$ cat config.mk
export PLATFORM = sky130hd
export DESIGN_NAME = tilt_complementary_filter_classifier
export DESIGN_NICKNAME = d
export VERILOG_FILES = /design/src/tcf_pkg.sv /design/src/tcf_serial_mul.sv /design/src/tilt_complementary_filter_classifier.sv
export SDC_FILE = /design/constraint.sdc
export NUM_CORES = 1
export LEC_CHECK = 0
export BUFFER_PORTS_ARGS = -buffer_cell sky130_fd_sc_hd__buf_2
export CAP_MARGIN = 20
export CORE_MARGIN = 2
export CORE_UTILIZATION = 25
export CTS_CLUSTER_DIAMETER = 100
export CTS_CLUSTER_SIZE = 25
export DETAILED_ROUTE_END_ITERATION = 10
export HOLD_SLACK_MARGIN = 0.08
export MAX_ROUTING_LAYER = met4
export PLACE_DENSITY_LB_ADDON = 0.12
export SLEW_MARGIN = 30
export SYNTH_ARGS = -nofsm -noshare
export SYNTH_HDL_FRONTEND = slang
export SYNTH_SLANG_ARGS = --single-unit
$ cat constraint.sdc
create_clock -name clk_i -period 5.8 [get_ports clk_i]
set_clock_uncertainty 0.1 [all_clocks]
set_input_delay 0.29 -clock clk_i [delete_from_list [all_inputs] [get_ports clk_i]]
set_output_delay 0.29 -clock clk_i [all_outputs]
set_load 0.005 [all_outputs]
$ cat src/tcf_pkg.sv
`timescale 1ns / 1ps

package tcf_pkg;

  // Iteration count of the vectoring CORDIC
  localparam int CORDIC_STEPS_DEF = 16;
  localparam int CORDIC_STEPS_MAX = 24;
  localparam int ATAN_IDX_W = 5;

  // Field and register widths
  localparam int SMP_W    = 16;
  localparam int FILT_W   = 24;
  localparam int POS_W    = 2;
  localparam int WEIGHT_W = 17;
  localparam int GAIN_W   = 24;
  localparam int THR_W    = 8;
  localparam int CFG_IDX_W  = 2;
  localparam int CFG_DATA_W = 24;

  // Datapath widths
  localparam int CW      = 19;              // CORDIC x / y
  localparam int ANG_W   = 25;              // angle, Q16 degrees
  localparam int ACC_W   = ANG_W - 8;       // accelerometer angle, Q8 degrees
  localparam int INCR_W  = 25;              // gyro increment, Q8 degrees
  localparam int SUM_W   = 26;              // filtered angle plus increment
  localparam int FRAC_W  = 16;              // Q16 scaling of both products
  localparam int MCAND_W = 27;              // serial multiplier, multiplicand
  localparam int MPLR_W  = 18;              // serial multiplier, multiplier bits
  localparam int PROD_W  = MCAND_W + 1 + MPLR_W;
  localparam int NV_W    = PROD_W - FRAC_W + 1;

  localparam logic signed [ANG_W-1:0] ANG_90     = ANG_W'(5898240);
  localparam logic [WEIGHT_W-1:0]     WEIGHT_ONE = WEIGHT_W'(65536);
  localparam logic signed [NV_W-1:0]  NV_MAX     = NV_W'(8388607);
  localparam logic signed [NV_W-1:0]  NV_MIN     = ~NV_MAX;

  // Register reset values
  localparam logic [WEIGHT_W-1:0] WEIGHT_RST = WEIGHT_W'(2621);
  localparam logic [GAIN_W-1:0]   GAIN_RST   = GAIN_W'(128074);
  localparam logic [THR_W-1:0]    THR_RST    = THR_W'(9);

  typedef enum logic [CFG_IDX_W-1:0] {
    CFG_ACCEL_WEIGHT = 2'd0,
    CFG_GYRO_GAIN    = 2'd1,
    CFG_THRESHOLD    = 2'd2
  } cfg_idx_e;

  typedef enum logic [POS_W-1:0] {
    POS_CENTER = 2'd0,
    POS_RIGHT  = 2'd1,
    POS_LEFT   = 2'd2
  } pos_e;

  typedef enum logic [2:0] {
    ST_IDLE,
    ST_RUN,
    ST_SUM,
    ST_MIX_START,
    ST_MIX,
    ST_FIN,
    ST_OUT
  } state_e;

  typedef struct packed {
    logic signed [SMP_W-1:0] accel_x;
    logic signed [SMP_W-1:0] accel_z;
    logic signed [SMP_W-1:0] gyro_y;
  } in_t;

  typedef struct packed {
    logic signed [FILT_W-1:0] tilt_angle;
    logic [POS_W-1:0]         position;
  } out_t;

  typedef struct packed {
    logic busy;
    logic done;
  } mul_stat_t;

  // atan(2^-i) in degrees, Q16
  function automatic logic [ANG_W-1:0] atan_q16(input logic [ATAN_IDX_W-1:0] idx);
    logic [ANG_W-1:0] v;
    case (idx)
      5'd0:  v = ANG_W'(2949120);
      5'd1:  v = ANG_W'(1740967);
      5'd2:  v = ANG_W'(919879);
      5'd3:  v = ANG_W'(466945);
      5'd4:  v = ANG_W'(234379);
      5'd5:  v = ANG_W'(117304);
      5'd6:  v = ANG_W'(58666);
      5'd7:  v = ANG_W'(29335);
      5'd8:  v = ANG_W'(14668);
      5'd9:  v = ANG_W'(7334);
      5'd10: v = ANG_W'(3667);
      5'd11: v = ANG_W'(1833);
      5'd12: v = ANG_W'(917);
      5'd13: v = ANG_W'(458);
      5'd14: v = ANG_W'(229);
      5'd15: v = ANG_W'(115);
      5'd16: v = ANG_W'(57);
      5'd17: v = ANG_W'(29);
      5'd18: v = ANG_W'(14);
      5'd19: v = ANG_W'(7);
      5'd20: v = ANG_W'(4);
      5'd21: v = ANG_W'(2);
      5'd22: v = ANG_W'(1);
      default: v = '0;
    endcase
    return v;
  endfunction

endpackage

$ cat src/tcf_serial_mul.sv
`timescale 1ns / 1ps

// Shift-add multiplier: one multiplier bit per cycle, LSB first, two's complement
// multiplier (the last bit carries negative weight).
module tcf_serial_mul (
  input  logic                                 clk_i,
  input  logic                                 rst_ni,
  input  logic                                 start_i,
  input  logic signed [tcf_pkg::MCAND_W-1:0]   mcand_i,
  input  logic [tcf_pkg::MPLR_W-1:0]           mplr_i,
  output logic [tcf_pkg::PROD_W-1:0]           prod_o,
  output tcf_pkg::mul_stat_t                   stat_o
);

  localparam int CNT_W = $clog2(tcf_pkg::MPLR_W);
  localparam int HI_W  = tcf_pkg::MCAND_W + 1;

  logic [tcf_pkg::MCAND_W-1:0] mcand_q;
  logic signed [HI_W-1:0]      hi_q, hi_d;
  logic [tcf_pkg::MPLR_W-1:0]  lo_q, lo_d;
  logic [CNT_W-1:0]            cnt_q;
  logic                        busy_q, done_q;
  logic                        last;
  logic signed [HI_W-1:0]      mc_ext, addend, sum;

  // Add or subtract the multiplicand for the current bit, then shift right
  always_comb begin
    last   = (cnt_q == CNT_W'(tcf_pkg::MPLR_W - 1));
    mc_ext = {mcand_q[tcf_pkg::MCAND_W-1], mcand_q};
    if (!lo_q[0]) begin
      addend = '0;
    end else if (last) begin
      addend = -mc_ext;
    end else begin
      addend = mc_ext;
    end
    sum  = hi_q + addend;
    hi_d = sum >>> 1;
    lo_d = {sum[0], lo_q[tcf_pkg::MPLR_W-1:1]};
  end

  // Control: count multiplier bits
  always_ff @(posedge clk_i or negedge rst_ni) begin
    if (!rst_ni) begin
      busy_q <= 1'b0;
      done_q <= 1'b0;
      cnt_q  <= '0;
    end else if (start_i) begin
      busy_q <= 1'b1;
      done_q <= 1'b0;
      cnt_q  <= '0;
    end else if (busy_q) begin
      cnt_q <= cnt_q + CNT_W'(1);
      if (last) begin
        busy_q <= 1'b0;
        done_q <= 1'b1;
      end
    end
  end

  // Datapath: load operands, then advance one bit a cycle
  always_ff @(posedge clk_i) begin
    if (start_i) begin
      mcand_q <= mcand_i;
      hi_q    <= '0;
      lo_q    <= mplr_i;
    end else if (busy_q) begin
      hi_q <= hi_d;
      lo_q <= lo_d;
    end
  end

  assign prod_o      = {hi_q, lo_q};
  assign stat_o.busy = busy_q;
  assign stat_o.done = done_q;

endmodule

$ cat src/tilt_complementary_filter_classifier.sv
`timescale 1ns / 1ps

// Channel  Direction  Handshake                    Payload
// in       input      in_valid_i / in_ready_o      in_data_i  (accel_x, accel_z, gyro_y)
// out      output     out_valid_o / out_ready_i    out_data_o (tilt_angle, position)
// cfg      input      cfg_valid_i / cfg_ready_o    cfg_index_i, cfg_data_i
//
// Per item, the iterative CORDIC runs beside the serial gyro product, then a second
// serial product mixes the angles. One item is in flight; the result register lets
// the next item start while a result still waits on out_ready_i. Reset clears the
// angle, position and registers to their reset values. Configuration transfers are
// always taken.
module tilt_complementary_filter_classifier #(
  parameter int CORDIC_STEPS = tcf_pkg::CORDIC_STEPS_DEF
) (
  input  logic                               clk_i,
  input  logic                               rst_ni,
  input  logic                               in_valid_i,
  output logic                               in_ready_o,
  input  tcf_pkg::in_t                       in_data_i,
  output logic                               out_valid_o,
  input  logic                               out_ready_i,
  output tcf_pkg::out_t                      out_data_o,
  input  logic                               cfg_valid_i,
  output logic                               cfg_ready_o,
  input  logic [tcf_pkg::CFG_IDX_W-1:0]      cfg_index_i,
  input  logic [tcf_pkg::CFG_DATA_W-1:0]     cfg_data_i
);

  localparam int STEP_W = $clog2(CORDIC_STEPS + 1);
  localparam int CW     = tcf_pkg::CW;
  localparam int ANG_W  = tcf_pkg::ANG_W;
  localparam int SMP_W  = tcf_pkg::SMP_W;
  localparam int FILT_W = tcf_pkg::FILT_W;
  localparam int SUM_W  = tcf_pkg::SUM_W;
  localparam int INCR_W = tcf_pkg::INCR_W;
  localparam int ACC_W  = tcf_pkg::ACC_W;
  localparam int FRAC_W = tcf_pkg::FRAC_W;
  localparam int PROD_W = tcf_pkg::PROD_W;
  localparam int NV_W   = tcf_pkg::NV_W;
  localparam int MCAND_W = tcf_pkg::MCAND_W;
  localparam int MPLR_W  = tcf_pkg::MPLR_W;

  tcf_pkg::state_e state_q, state_d;

  // Configuration registers
  logic [tcf_pkg::WEIGHT_W-1:0] weight_q;
  logic [tcf_pkg::GAIN_W-1:0]   gain_q;
  logic [tcf_pkg::THR_W-1:0]    thr_q;

  // Filter state and result register
  logic signed [FILT_W-1:0] filt_q;
  tcf_pkg::pos_e            pos_q, pos_d;
  tcf_pkg::out_t            out_q;
  logic                     out_valid_q;

  // CORDIC
  logic signed [CW-1:0]    x_q, y_q, x0, y0, dx, dy, ax_w, az_w;
  logic signed [ANG_W-1:0] ang_q, ang0, atan_v, ang_rnd;
  logic [STEP_W-1:0]       cstep_q;
  logic                    zero_q, cordic_done;

  // Mixing path
  logic signed [INCR_W-1:0] incr_q, incr_d;
  logic signed [ACC_W-1:0]  acc_q, acc_d;
  logic signed [SUM_W-1:0]  s_q;
  logic signed [NV_W-1:0]   nv_wide;
  logic signed [FILT_W-1:0] nv_q, nv_sat;
  logic signed [FILT_W-1:0] thr_s;
  logic [tcf_pkg::WEIGHT_W-1:0] alpha;

  // Multiplier hookup
  logic                       mul_start;
  logic signed [MCAND_W-1:0]  mul_mcand;
  logic [MPLR_W-1:0]          mul_mplr;
  logic [PROD_W-1:0]          prod;
  tcf_pkg::mul_stat_t         mul_stat;

  // FSM outputs
  logic in_fire, out_free, cordic_en, run_exit, sum_en, fin_en, out_load, mix_sel;

  assign in_fire     = in_valid_i && in_ready_o;
  assign out_free    = !out_valid_q || out_ready_i;
  assign cordic_done = (cstep_q == STEP_W'(CORDIC_STEPS));
  assign cfg_ready_o = 1'b1;

  // Next state
  always_comb begin
    state_d = state_q;
    case (state_q)
      tcf_pkg::ST_IDLE:      if (in_valid_i) state_d = tcf_pkg::ST_RUN;
      tcf_pkg::ST_RUN:       if (cordic_done && !mul_stat.busy) state_d = tcf_pkg::ST_SUM;
      tcf_pkg::ST_SUM:       state_d = tcf_pkg::ST_MIX_START;
      tcf_pkg::ST_MIX_START: state_d = tcf_pkg::ST_MIX;
      tcf_pkg::ST_MIX:       if (!mul_stat.busy) state_d = tcf_pkg::ST_FIN;
      tcf_pkg::ST_FIN:       state_d = tcf_pkg::ST_OUT;
      tcf_pkg::ST_OUT:       if (out_free) state_d = tcf_pkg::ST_IDLE;
      default:               state_d = tcf_pkg::ST_IDLE;
    endcase
  end

  // FSM outputs
  always_comb begin
    in_ready_o = 1'b0;
    cordic_en  = 1'b0;
    run_exit   = 1'b0;
    sum_en     = 1'b0;
    mix_sel    = 1'b0;
    fin_en     = 1'b0;
    out_load   = 1'b0;
    case (state_q)
      tcf_pkg::ST_IDLE:      in_ready_o = 1'b1;
      tcf_pkg::ST_RUN: begin
        cordic_en = !cordic_done;
        run_exit  = cordic_done && !mul_stat.busy;
      end
      tcf_pkg::ST_SUM:       sum_en = 1'b1;
      tcf_pkg::ST_MIX_START: mix_sel = 1'b1;
      tcf_pkg::ST_MIX:       ;
      tcf_pkg::ST_FIN:       fin_en = 1'b1;
      tcf_pkg::ST_OUT:       out_load = out_free;
      default:               ;
    endcase
  end

  always_ff @(posedge clk_i or negedge rst_ni) begin
    if (!rst_ni) begin
      state_q <= tcf_pkg::ST_IDLE;
    end else begin
      state_q <= state_d;
    end
  end

  // Configuration writes; unknown indexes drop
  always_ff @(posedge clk_i or negedge rst_ni) begin
    if (!rst_ni) begin
      weight_q <= tcf_pkg::WEIGHT_RST;
      gain_q   <= tcf_pkg::GAIN_RST;
      thr_q    <= tcf_pkg::THR_RST;
    end else if (cfg_valid_i) begin
      case (cfg_index_i)
        tcf_pkg::CFG_ACCEL_WEIGHT: weight_q <= cfg_data_i[tcf_pkg::WEIGHT_W-1:0];
        tcf_pkg::CFG_GYRO_GAIN:    gain_q   <= cfg_data_i[tcf_pkg::GAIN_W-1:0];
        tcf_pkg::CFG_THRESHOLD:    thr_q    <= cfg_data_i[tcf_pkg::THR_W-1:0];
        default:                   ;
      endcase
    end
  end

  // Pre-rotate a vector with negative Z into the right half plane
  always_comb begin
    ax_w = {{(CW-SMP_W){in_data_i.accel_x[SMP_W-1]}}, in_data_i.accel_x};
    az_w = {{(CW-SMP_W){in_data_i.accel_z[SMP_W-1]}}, in_data_i.accel_z};
    if (!az_w[CW-1]) begin
      x0 = az_w;  y0 = ax_w;  ang0 = '0;
    end else if (!ax_w[CW-1]) begin
      x0 = ax_w;  y0 = -az_w; ang0 = tcf_pkg::ANG_90;
    end else begin
      x0 = -ax_w; y0 = az_w;  ang0 = -tcf_pkg::ANG_90;
    end
  end

  // One CORDIC micro-rotation per cycle
  always_comb begin
    dx     = y_q >>> cstep_q;
    dy     = x_q >>> cstep_q;
    atan_v = tcf_pkg::atan_q16(tcf_pkg::ATAN_IDX_W'(cstep_q));
  end

  always_ff @(posedge clk_i or negedge rst_ni) begin
    if (!rst_ni) begin
      cstep_q <= '0;
    end else if (in_fire) begin
      cstep_q <= '0;
    end else if (cordic_en) begin
      cstep_q <= cstep_q + STEP_W'(1);
    end
  end

  always_ff @(posedge clk_i) begin
    if (in_fire) begin
      x_q    <= x0;
      y_q    <= y0;
      ang_q  <= ang0;
      zero_q <= (in_data_i.accel_x == '0) && (in_data_i.accel_z == '0);
    end else if (cordic_en) begin
      if (!y_q[CW-1]) begin
        x_q   <= x_q + dx;
        y_q   <= y_q - dy;
        ang_q <= ang_q + atan_v;
      end else begin
        x_q   <= x_q - dx;
        y_q   <= y_q + dy;
        ang_q <= ang_q - atan_v;
      end
    end
  end

  // Round the angle to Q8 and the gyro product to a Q8 increment
  always_comb begin
    ang_rnd = ang_q + ANG_W'(128);
    acc_d   = zero_q ? '0 : ang_rnd[ANG_W-1:8];
    incr_d  = prod[FRAC_W+INCR_W-1:FRAC_W] + INCR_W'(prod[FRAC_W-1]);
  end

  // Shared serial multiplier: gyro times gain, then weight times angle error
  always_comb begin
    alpha     = weight_q[tcf_pkg::WEIGHT_W-1] ? tcf_pkg::WEIGHT_ONE : weight_q;
    mul_start = in_fire || mix_sel;
    if (mix_sel) begin
      mul_mcand = {{(MCAND_W-ACC_W){acc_q[ACC_W-1]}}, acc_q}
                - {{(MCAND_W-SUM_W){s_q[SUM_W-1]}}, s_q};
      mul_mplr  = {{(MPLR_W-tcf_pkg::WEIGHT_W){1'b0}}, alpha};
    end else begin
      mul_mcand = {{(MCAND_W-tcf_pkg::GAIN_W){1'b0}}, gain_q};
      mul_mplr  = {{(MPLR_W-SMP_W){in_data_i.gyro_y[SMP_W-1]}}, in_data_i.gyro_y};
    end
  end

  tcf_serial_mul u_mul (
    .clk_i   (clk_i),
    .rst_ni  (rst_ni),
    .start_i (mul_start),
    .mcand_i (mul_mcand),
    .mplr_i  (mul_mplr),
    .prod_o  (prod),
    .stat_o  (mul_stat)
  );

  // New angle: s + round(alpha * (acc - s) / 2^16), saturated
  always_comb begin
    nv_wide = {prod[PROD_W-1], prod[PROD_W-1:FRAC_W]}
            + {{(NV_W-SUM_W){s_q[SUM_W-1]}}, s_q}
            + NV_W'(prod[FRAC_W-1]);
    if (nv_wide > tcf_pkg::NV_MAX) begin
      nv_sat = tcf_pkg::NV_MAX[FILT_W-1:0];
    end else if (nv_wide < tcf_pkg::NV_MIN) begin
      nv_sat = tcf_pkg::NV_MIN[FILT_W-1:0];
    end else begin
      nv_sat = nv_wide[FILT_W-1:0];
    end
  end

  always_ff @(posedge clk_i) begin
    if (run_exit) begin
      incr_q <= incr_d;
      acc_q  <= acc_d;
    end
    if (sum_en) begin
      s_q <= {{(SUM_W-FILT_W){filt_q[FILT_W-1]}}, filt_q}
           + {{(SUM_W-INCR_W){incr_q[INCR_W-1]}}, incr_q};
    end
    if (fin_en) begin
      nv_q <= nv_sat;
    end
  end

  // Hysteresis classifier on the new angle
  always_comb begin
    thr_s = {{(FILT_W-tcf_pkg::THR_W-8){1'b0}}, thr_q, 8'd0};
    pos_d = pos_q;
    if (pos_q == tcf_pkg::POS_CENTER) begin
      if (nv_q > thr_s) begin
        pos_d = tcf_pkg::POS_RIGHT;
      end else if (nv_q < -thr_s) begin
        pos_d = tcf_pkg::POS_LEFT;
      end
    end else if ((nv_q > -thr_s) && (nv_q < thr_s)) begin
      pos_d = tcf_pkg::POS_CENTER;
    end
  end

  // Commit the state and hold the result until its transfer
  always_ff @(posedge clk_i or negedge rst_ni) begin
    if (!rst_ni) begin
      filt_q      <= '0;
      pos_q       <= tcf_pkg::POS_CENTER;
      out_valid_q <= 1'b0;
    end else begin
      if (out_load) begin
        filt_q      <= nv_q;
        pos_q       <= pos_d;
        out_valid_q <= 1'b1;
      end else if (out_ready_i) begin
        out_valid_q <= 1'b0;
      end
    end
  end

  always_ff @(posedge clk_i) begin
    if (out_load) begin
      out_q.tilt_angle <= nv_q;
      out_q.position   <= pos_d;
    end
  end

  assign out_valid_o = out_valid_q;
  assign out_data_o  = out_q;

  // Checks
  a_mul_idle_on_start: assert property (@(posedge clk_i) disable iff (!rst_ni)
    mul_start |-> !mul_stat.busy)
    else $error("multiplier restarted while busy");

  a_cordic_done_on_exit: assert property (@(posedge clk_i) disable iff (!rst_ni)
    run_exit |-> (cstep_q == STEP_W'(CORDIC_STEPS)) && mul_stat.done)
    else $error("left the rotation phase early");

  a_no_overwrite: assert property (@(posedge clk_i) disable iff (!rst_ni)
    out_load |-> (!out_valid_q || out_ready_i))
    else $error("result register overwritten before transfer");

  a_state_only_on_commit: assert property (@(posedge clk_i) disable iff (!rst_ni)
    (state_q != tcf_pkg::ST_OUT) |=> $stable(filt_q) && $stable(pos_q))
    else $error("filter state changed outside commit");

endmodule

Yosys cells after proc, flatten, opt, wreduce, memory -nomap -nowiden
Memory sizes are Yosys's and may differ from the RTL's.
Cells that the tools add are included.
Cells by class
  mux-type cells: 48
  $add $sub $neg: 19
  equal/unequal tests: 14
  order comparisons: 6
  shift operators: 2
  reductions and logical operators: 21
Operators with widths (number)
  2-to-1 mux 19 bit: 10
  2-to-1 mux 25 bit: 5
  2-to-1 mux 28 bit: 2
  2-to-1 mux 18 bit: 3
  2-to-1 mux 24 bit: 2
  adder 19 bit: 2
  negation 16 -> 19 bit: 2
  >>> shifter 19 x 5 -> 19 bit: 2
  subtractor 19 bit: 2
  logical NOT 16 bit: 2
  adder 30 x 2 -> 31 bit: 1
  greater-than comparator 31 x 24 -> 1 bit, second input constant: 1
  less-than comparator 31 x 24 -> 1 bit, second input constant: 1
  adder 29 x 26 -> 30 bit: 1
  adder 27 x 28 -> 28 bit: 1
  negation 27 -> 28 bit: 1
  subtractor 17 x 26 -> 27 bit: 1
  adder 24 x 25 -> 26 bit: 1
  adder 25 x 1 -> 25 bit: 1
  adder 25 bit: 1
  adder 25 x 9 -> 25 bit, second input constant: 1
  subtractor 25 bit: 1
  greater-than comparator 24 x 17 -> 1 bit: 1
  greater-than comparator 24 bit: 1
  other kinds (25): 64
Word-level totals
  input port bits: 79
  output and inout port bits: 29
  word-level logic and storage cells: 135
  flip-flop bits (word level): 344
  memory bits (read-only): 704
  memories: 1
Memories
  (name not given): depth 32, bits a word 22, read ports 1, clocked after Yosys merged registers in 0, write ports 0, RTL line tcf_pkg.sv:83  | case (idx)

Depth between registers and ports, before layout
  depth in word-level cells: 6
  depth in mapped cells: 26
  gate-level depth less buffers: 22

Modules after synthesis
From an unflattened synthesis, not the netlist that was laid out.
Second synthesis, totals
  cells, all modules: 3018
  area total of the unflattened synthesis: 28093.2 um^2
By module, submodules not included
  tilt_complementary_filter_classifier: instances 1, area an instance 23025.8 um^2, cells each 2498
  tcf_serial_mul: instances 1, area an instance 5067.4 um^2, cells each 520

Worst setup path after synthesis
No wires, ideal clock.
  path kind: register -> register
  from: register cstep_q[0]
  to: register y_q[18] (data pin)
  clock period less this slack: 5537 ps
  arrival time: 5169 ps
  stages on the path, launching flop included: 23
  setup time: 268 ps
  required time: 5432 ps
  slack: 263 ps
  path through: dfrtp_1 > buf_6 > buf_12 > mux4_1 > and2_1 > a31o_2 > mux4_2 > inv_1 > ha_1 > nor2b_1 > and4b_1 > mux2_2 > nand2_1 > o311ai_0 > ha_1 > and3_1 > a311oi_1 > o21ai_0 > a21o_1 > a41o_1 > o41ai_1 > xnor2_1 > o21ai_0
On the way
  cells in the longest elaborated chain, start to end: 5
  elaborated cells between the ends (all ways): 6
Ends and longest elaborated chain
  from (decl): RTL line tilt_complementary_filter_classifier.sv:60  | logic [STEP_W-1:0] cstep_q;
  from (signal assigned): RTL line tilt_complementary_filter_classifier.sv:176  | cstep_q <= cstep_q + STEP_W'(1);
  >>> shifter 19 x 5 -> 19 bit *: RTL line tilt_complementary_filter_classifier.sv:166  | dy = x_q >>> cstep_q;
  subtractor 19 bit or adder 19 bit (tied branches): RTL line tilt_complementary_filter_classifier.sv:189, tilt_complementary_filter_classifier.sv:193
  2-to-1 mux 19 bit *: RTL line tilt_complementary_filter_classifier.sv:187  | if (!y_q[CW-1]) begin
  2-to-1 mux 19 bit *: RTL line tilt_complementary_filter_classifier.sv:186  | end else if (cordic_en) begin
  2-to-1 mux 19 bit *: RTL line tilt_complementary_filter_classifier.sv:181  | if (in_fire) begin
  to (signal assigned): RTL line tilt_complementary_filter_classifier.sv:183  | y_q <= y0;
  to (signal assigned): RTL line tilt_complementary_filter_classifier.sv:189  | y_q <= y_q - dy;
  to (signal assigned): RTL line tilt_complementary_filter_classifier.sv:193  | y_q <= y_q + dy;
  to (decl): RTL line tilt_complementary_filter_classifier.sv:58  | logic signed [CW-1:0] x_q, y_q, x0, y0, dx, dy, ax_w, az_w;
Every way passes the cells marked *; elsewhere a longest branch is shown, timed or not. The select of a mux whose other input is x is not followed.
A chain may end at the register's enable or synchronous reset.

Final worst setup path
  from: register cstep_q[0]
  to: register x_q[15] (data pin)
On the way
  cells in the longest elaborated chain, start to end: 5
  elaborated cells between the ends (all ways): 6
Ends and longest elaborated chain
  >>> shifter 19 x 5 -> 19 bit *: RTL line tilt_complementary_filter_classifier.sv:165  | dx = y_q >>> cstep_q;
  adder 19 bit or subtractor 19 bit (tied branches): RTL line tilt_complementary_filter_classifier.sv:188, tilt_complementary_filter_classifier.sv:192
  2-to-1 mux 19 bit *: RTL line tilt_complementary_filter_classifier.sv:187
  2-to-1 mux 19 bit *: RTL line tilt_complementary_filter_classifier.sv:186
  2-to-1 mux 19 bit *: RTL line tilt_complementary_filter_classifier.sv:181
  to (signal assigned): RTL line tilt_complementary_filter_classifier.sv:188  | x_q <= x_q + dx;
  to (signal assigned): RTL line tilt_complementary_filter_classifier.sv:192  | x_q <= x_q - dx;
  to (decl): RTL line tilt_complementary_filter_classifier.sv:58
Marks and branches as above.

==> impl_metrics.xml <==
<?xml version="1.0" encoding="UTF-8"?>
<metrics>
  <group name="routing">
    <metric name="first_pass_iters" unit="">5</metric>
    <metric name="dr.first_iter.drc_count" unit="">1482</metric>
    <metric name="via_per_inst" unit="">4.96</metric>
    <metric name="drt_drc_violations_left" unit="">0</metric>
    <metric name="vias" unit="">23500</metric>
    <metric name="route.detailed.wl_per_inst" unit="um">20.9</metric>
    <metric name="routed_wirelength" unit="um">99400</metric>
    <metric name="drt.antenna.violating_nets" unit="">0</metric>
  </group>
  <group name="floorplan">
    <metric name="dieArea" unit="um^2">116000</metric>
    <metric name="floorplan.io_pins" unit="">108</metric>
    <metric name="die_width" unit="um">341</metric>
    <metric name="die_height" unit="um">341</metric>
    <metric name="floorplan.initialDensity" unit="">0.252</metric>
    <metric name="placementRows" unit="">123</metric>
    <metric name="core_area" unit="um^2">113000</metric>
  </group>
  <group name="place">
    <metric name="port_buffers" unit="">106</metric>
    <metric name="place_area" unit="um^2">31000</metric>
    <metric name="dp_hpwl" unit="um">77200</metric>
    <metric name="place.gp.congestion" unit="">0.863</metric>
    <metric name="post-place-cells" unit="">4619</metric>
  </group>
  <group name="worst_setup_path">
    <metric name="slowest_delay" unit="ps">570</metric>
    <metric name="cp_data_required_time" unit="ps">6050</metric>
    <metric name="reg2reg_from" unit="">cstep_q[0]</metric>
    <metric name="timing.rr.end" unit="">x_q[15]</metric>
    <metric name="criticalPathCategory" unit="">reg2reg</metric>
    <metric name="cpMaxStageDelayCell" unit="">mux4_1</metric>
    <metric name="path_max_fanout" unit="">7</metric>
    <metric name="timing.critical_path.cells" unit="">buf_4, mux4_1, mux4_1, or2_1, nor4_4, o21ai_2, a21oi_2, nor3b_4, nand2_1, o21ai_1, ha_1, inv_1, a21oi_1, o21ai_1, a21oi_1, a41o_1, a221o_1, a31oi_2, xor2_1, o32ai_1</metric>
    <metric name="worst_reg_to_reg_path_cell_count" unit="">20</metric>
    <metric name="cp_num_cells" unit="">20</metric>
    <metric name="timing.critical_path.max_delay_family" unit="">compound AO/OA/AOI/OAI gates</metric>
    <metric name="start_kind" unit="">flop</metric>
    <metric name="path_buf_inv" unit="">2</metric>
    <metric name="cp_data_arrival_time" unit="ps">5730</metric>
    <metric name="r2r_slack" unit="ps">320</metric>
    <metric name="critPathCaptureType" unit="">flop</metric>
    <metric name="critical_path.endpoint" unit="">x_q[15]</metric>
    <metric name="critical_path.startpoint" unit="">cstep_q[0]</metric>
  </group>
  <group name="grt">
    <metric name="grt_start_max_net_pins" unit="">66</metric>
    <metric name="grt_util_all_layers" unit="">0.173</metric>
    <metric name="grt.overflow.total" unit="">0</metric>
    <metric name="grt_first_pass_wirelength" unit="um">150000</metric>
    <metric name="grt_pass1_vias" unit="">23200</metric>
    <metric name="antenna_violations_before_repair" unit="">4</metric>
  </group>
  <group name="timing">
    <metric name="hold-worst-slack" unit="ps">91.3</metric>
    <metric name="maximum_frequency_from_static_timing_analysis" unit="GHz">0.183</metric>
    <metric name="setup_viol" unit="">0</metric>
    <metric name="timing.final.max_slew_violations" unit="">0</metric>
    <metric name="hold_vio_cnt_final" unit="">0</metric>
    <metric name="grt_setup_unrepaired" unit="">true</metric>
    <metric name="slew_headroom" unit="">0.368</metric>
    <metric name="finalCriticalPeriod" unit="ps">5480</metric>
    <metric name="tightest_slew" unit="ps">936</metric>
    <metric name="timing.final.crit_share" unit="">0.944</metric>
  </group>
  <group name="synth">
    <metric name="synth_fp_nets" unit="">3343</metric>
    <metric name="synth.cell_area" unit="um^2">28400</metric>
    <metric name="synthCells" unit="">3043</metric>
    <metric name="ys_types" unit="">98</metric>
    <metric name="synth_flop_cell" unit="">edfxtp_1</metric>
    <metric name="synth-async-reset-ratio" unit="">0.262</metric>
    <metric name="yosysWarnings" unit="">0</metric>
    <metric name="synth.avg_cell_area" unit="um^2">9.34</metric>
    <metric name="synth-edff-count" unit="">227</metric>
    <metric name="yosysSeqAreaShare" unit="">0.339</metric>
    <metric name="yosys_register_bits" unit="">344</metric>
  </group>
  <group name="clocking">
    <metric name="cts.clk_slew.worst_paths" unit="ps">90</metric>
    <metric name="clk_tree_root_cell" unit="">clkbuf_16</metric>
    <metric name="numCtsBuffers" unit="">28</metric>
    <metric name="clock_path_buffers" unit="">3</metric>
    <metric name="htree_levels" unit="">1</metric>
    <metric name="insertion_delay" unit="ps">660</metric>
    <metric name="postCtsSetupRepairBufs" unit="">0</metric>
    <metric name="tritoncts" unit="">built</metric>
    <metric name="cts_sinks" unit="">344</metric>
  </group>
  <group name="worst_hold_path">
    <metric name="worst_hold_path_type" unit="">in2reg</metric>
    <metric name="hp-start" unit="">in_data_i[26]</metric>
  </group>
  <group name="layout">
    <metric name="fin_nets" unit="">3522</metric>
    <metric name="area.growth.synth_to_final" unit="%">15.8</metric>
    <metric name="post-route-cell-area" unit="um^2">32900</metric>
    <metric name="fin_cells" unit="">4746</metric>
    <metric name="fraction_of_layout_cells_with_a_size_suffix_above_1" unit="">0.146</metric>
    <metric name="mostFrequentLayoutCells" unit="">nand2_1 (236), edfxtp_1 (227), o21ai_0 (223)</metric>
    <metric name="final_util" unit="">0.292</metric>
    <metric name="layout.cells.most_common" unit="">nand2_1</metric>
  </group>
  <group name="run_status">
    <metric name="outcome" unit="">completed</metric>
  </group>
  <group name="run">
    <metric name="max_cap_violations" unit="">0</metric>
  </group>
</metrics>
==> layout make-up <==
type                            count  area, um^2
Antenna cell                        2        5.00
Clock buffer                       28         701
Fill cell                       12000       79800
Sequential cell                   344        9640
Inverter                          166         623
Tap cell                         1500        1880
Timing Repair Buffer              295        2190
Clock inverter                     24         325
Multi-Input combinational cell   2387       17500
==> how the worst min path moves through the flow <==
stage | end | depth (start not counted)
after CTS | x_q[10] | 3
after floorplan | cstep_q[0] | 0
after global routing | x_q[10] | 3
after detailed placement | out_valid_o | 1
after global placement | out_valid_o | 1
final | x_q[10] | 3
==> logic make-up (layout without fill, tap and decap cells) <==
logic type / Yosys count / count (layout) / synth area share
AO/OA/AOI/OAI: 806 / 806 / 0.183
XOR/XNOR: 252 / 252 / 0.0777
adder cells (fa/ha/maj): 221 / 221 / 0.0994
buffers and inverters: 312 / 513 / 0.0481
flip-flops: 344 / 344 / 0.339
multiplexers: 197 / 197 / 0.0916
other: 1 / 3 / 0.000132
AND/OR/NAND/NOR: 910 / 910 / 0.161
==> sequential cells by signal, indices dropped and copies added, names as in the netlist, 25 cells and up <==
signal and cells:
out_data_o 26, u_mul.hi_q 27, u_mul.mcand_q 27, incr_q 25, s_q 26, ang_q 25
==> tightest hold or removal path: stages <==
cell and delay (ps):
buf_2 110, o211ai_1 180, o21ai_0 120
==> stage by stage <==
stage	TNS (ps)	setup WS, ps
after floorplan	0	263
after global placement	0	45.4
after detailed placement	0	52.1
after CTS	0	20.6
after global routing	-107	-53.1
final	0	324
==> Yosys cell counts (10+ instances only) <==
master	count	area, um^2
mux2_2	86	968
or2_2	17	106
clkbuf_1	104	390
o31ai_1	24	180
o21bai_1	13	97.6
a31oi_1	34	213
a211oi_1	20	150
a21oi_1	177	886
a21boi_0	19	143
nor3_1	63	315
edfxtp_1	227	6820
mux2i_1	73	731
nor2b_1	45	282
nor3b_1	19	143
nand2b_1	35	219
a41oi_1	22	193
a21o_1	62	465
o21a_1	31	233
xor2_1	119	1040
xnor2_1	133	1160
nand2_1	238	893
or3_1	26	163
o311a_1	22	220
inv_1	163	612
mux4_2	25	563
o21ai_0	226	1130
and3_1	36	225
nor4_1	17	106
nor2_1	221	830
and2_1	34	213
clkbuf_8	12	165
nand3_1	70	350
ha_1	213	2670
nand3b_1	25	188
dfrtp_1	72	1800
mux4_1	13	342
o211ai_1	45	338
nand4_1	25	156
dfxtp_1	27	541
buf_1	12	45.0
dfstp_2	18	473
o22ai_1	10	62.6
==> routing by layer <==
metal  GRT usage  part of all wire  up-vias  wire length, um
met2       0.275              0.46      418            45600
li1            -                 -    11600                -
met1       0.241              0.49    11400            48400
met5           -                 0        -                0
met3      0.0120             0.034       71             3400
met4      0.0354             0.020        0             2020
==> timing repair <==
item | in CTS | in global routing
endpoints found under the setup margin | 0 | 15
hold buffers | 73 | 0
resized for setup | 0 | 24
hold endpoints to repair | 123 | 0
Power is left out: the tool's default activity adds up to more than one toggle a clock period on the data nets, which glitch-free logic cannot reach.
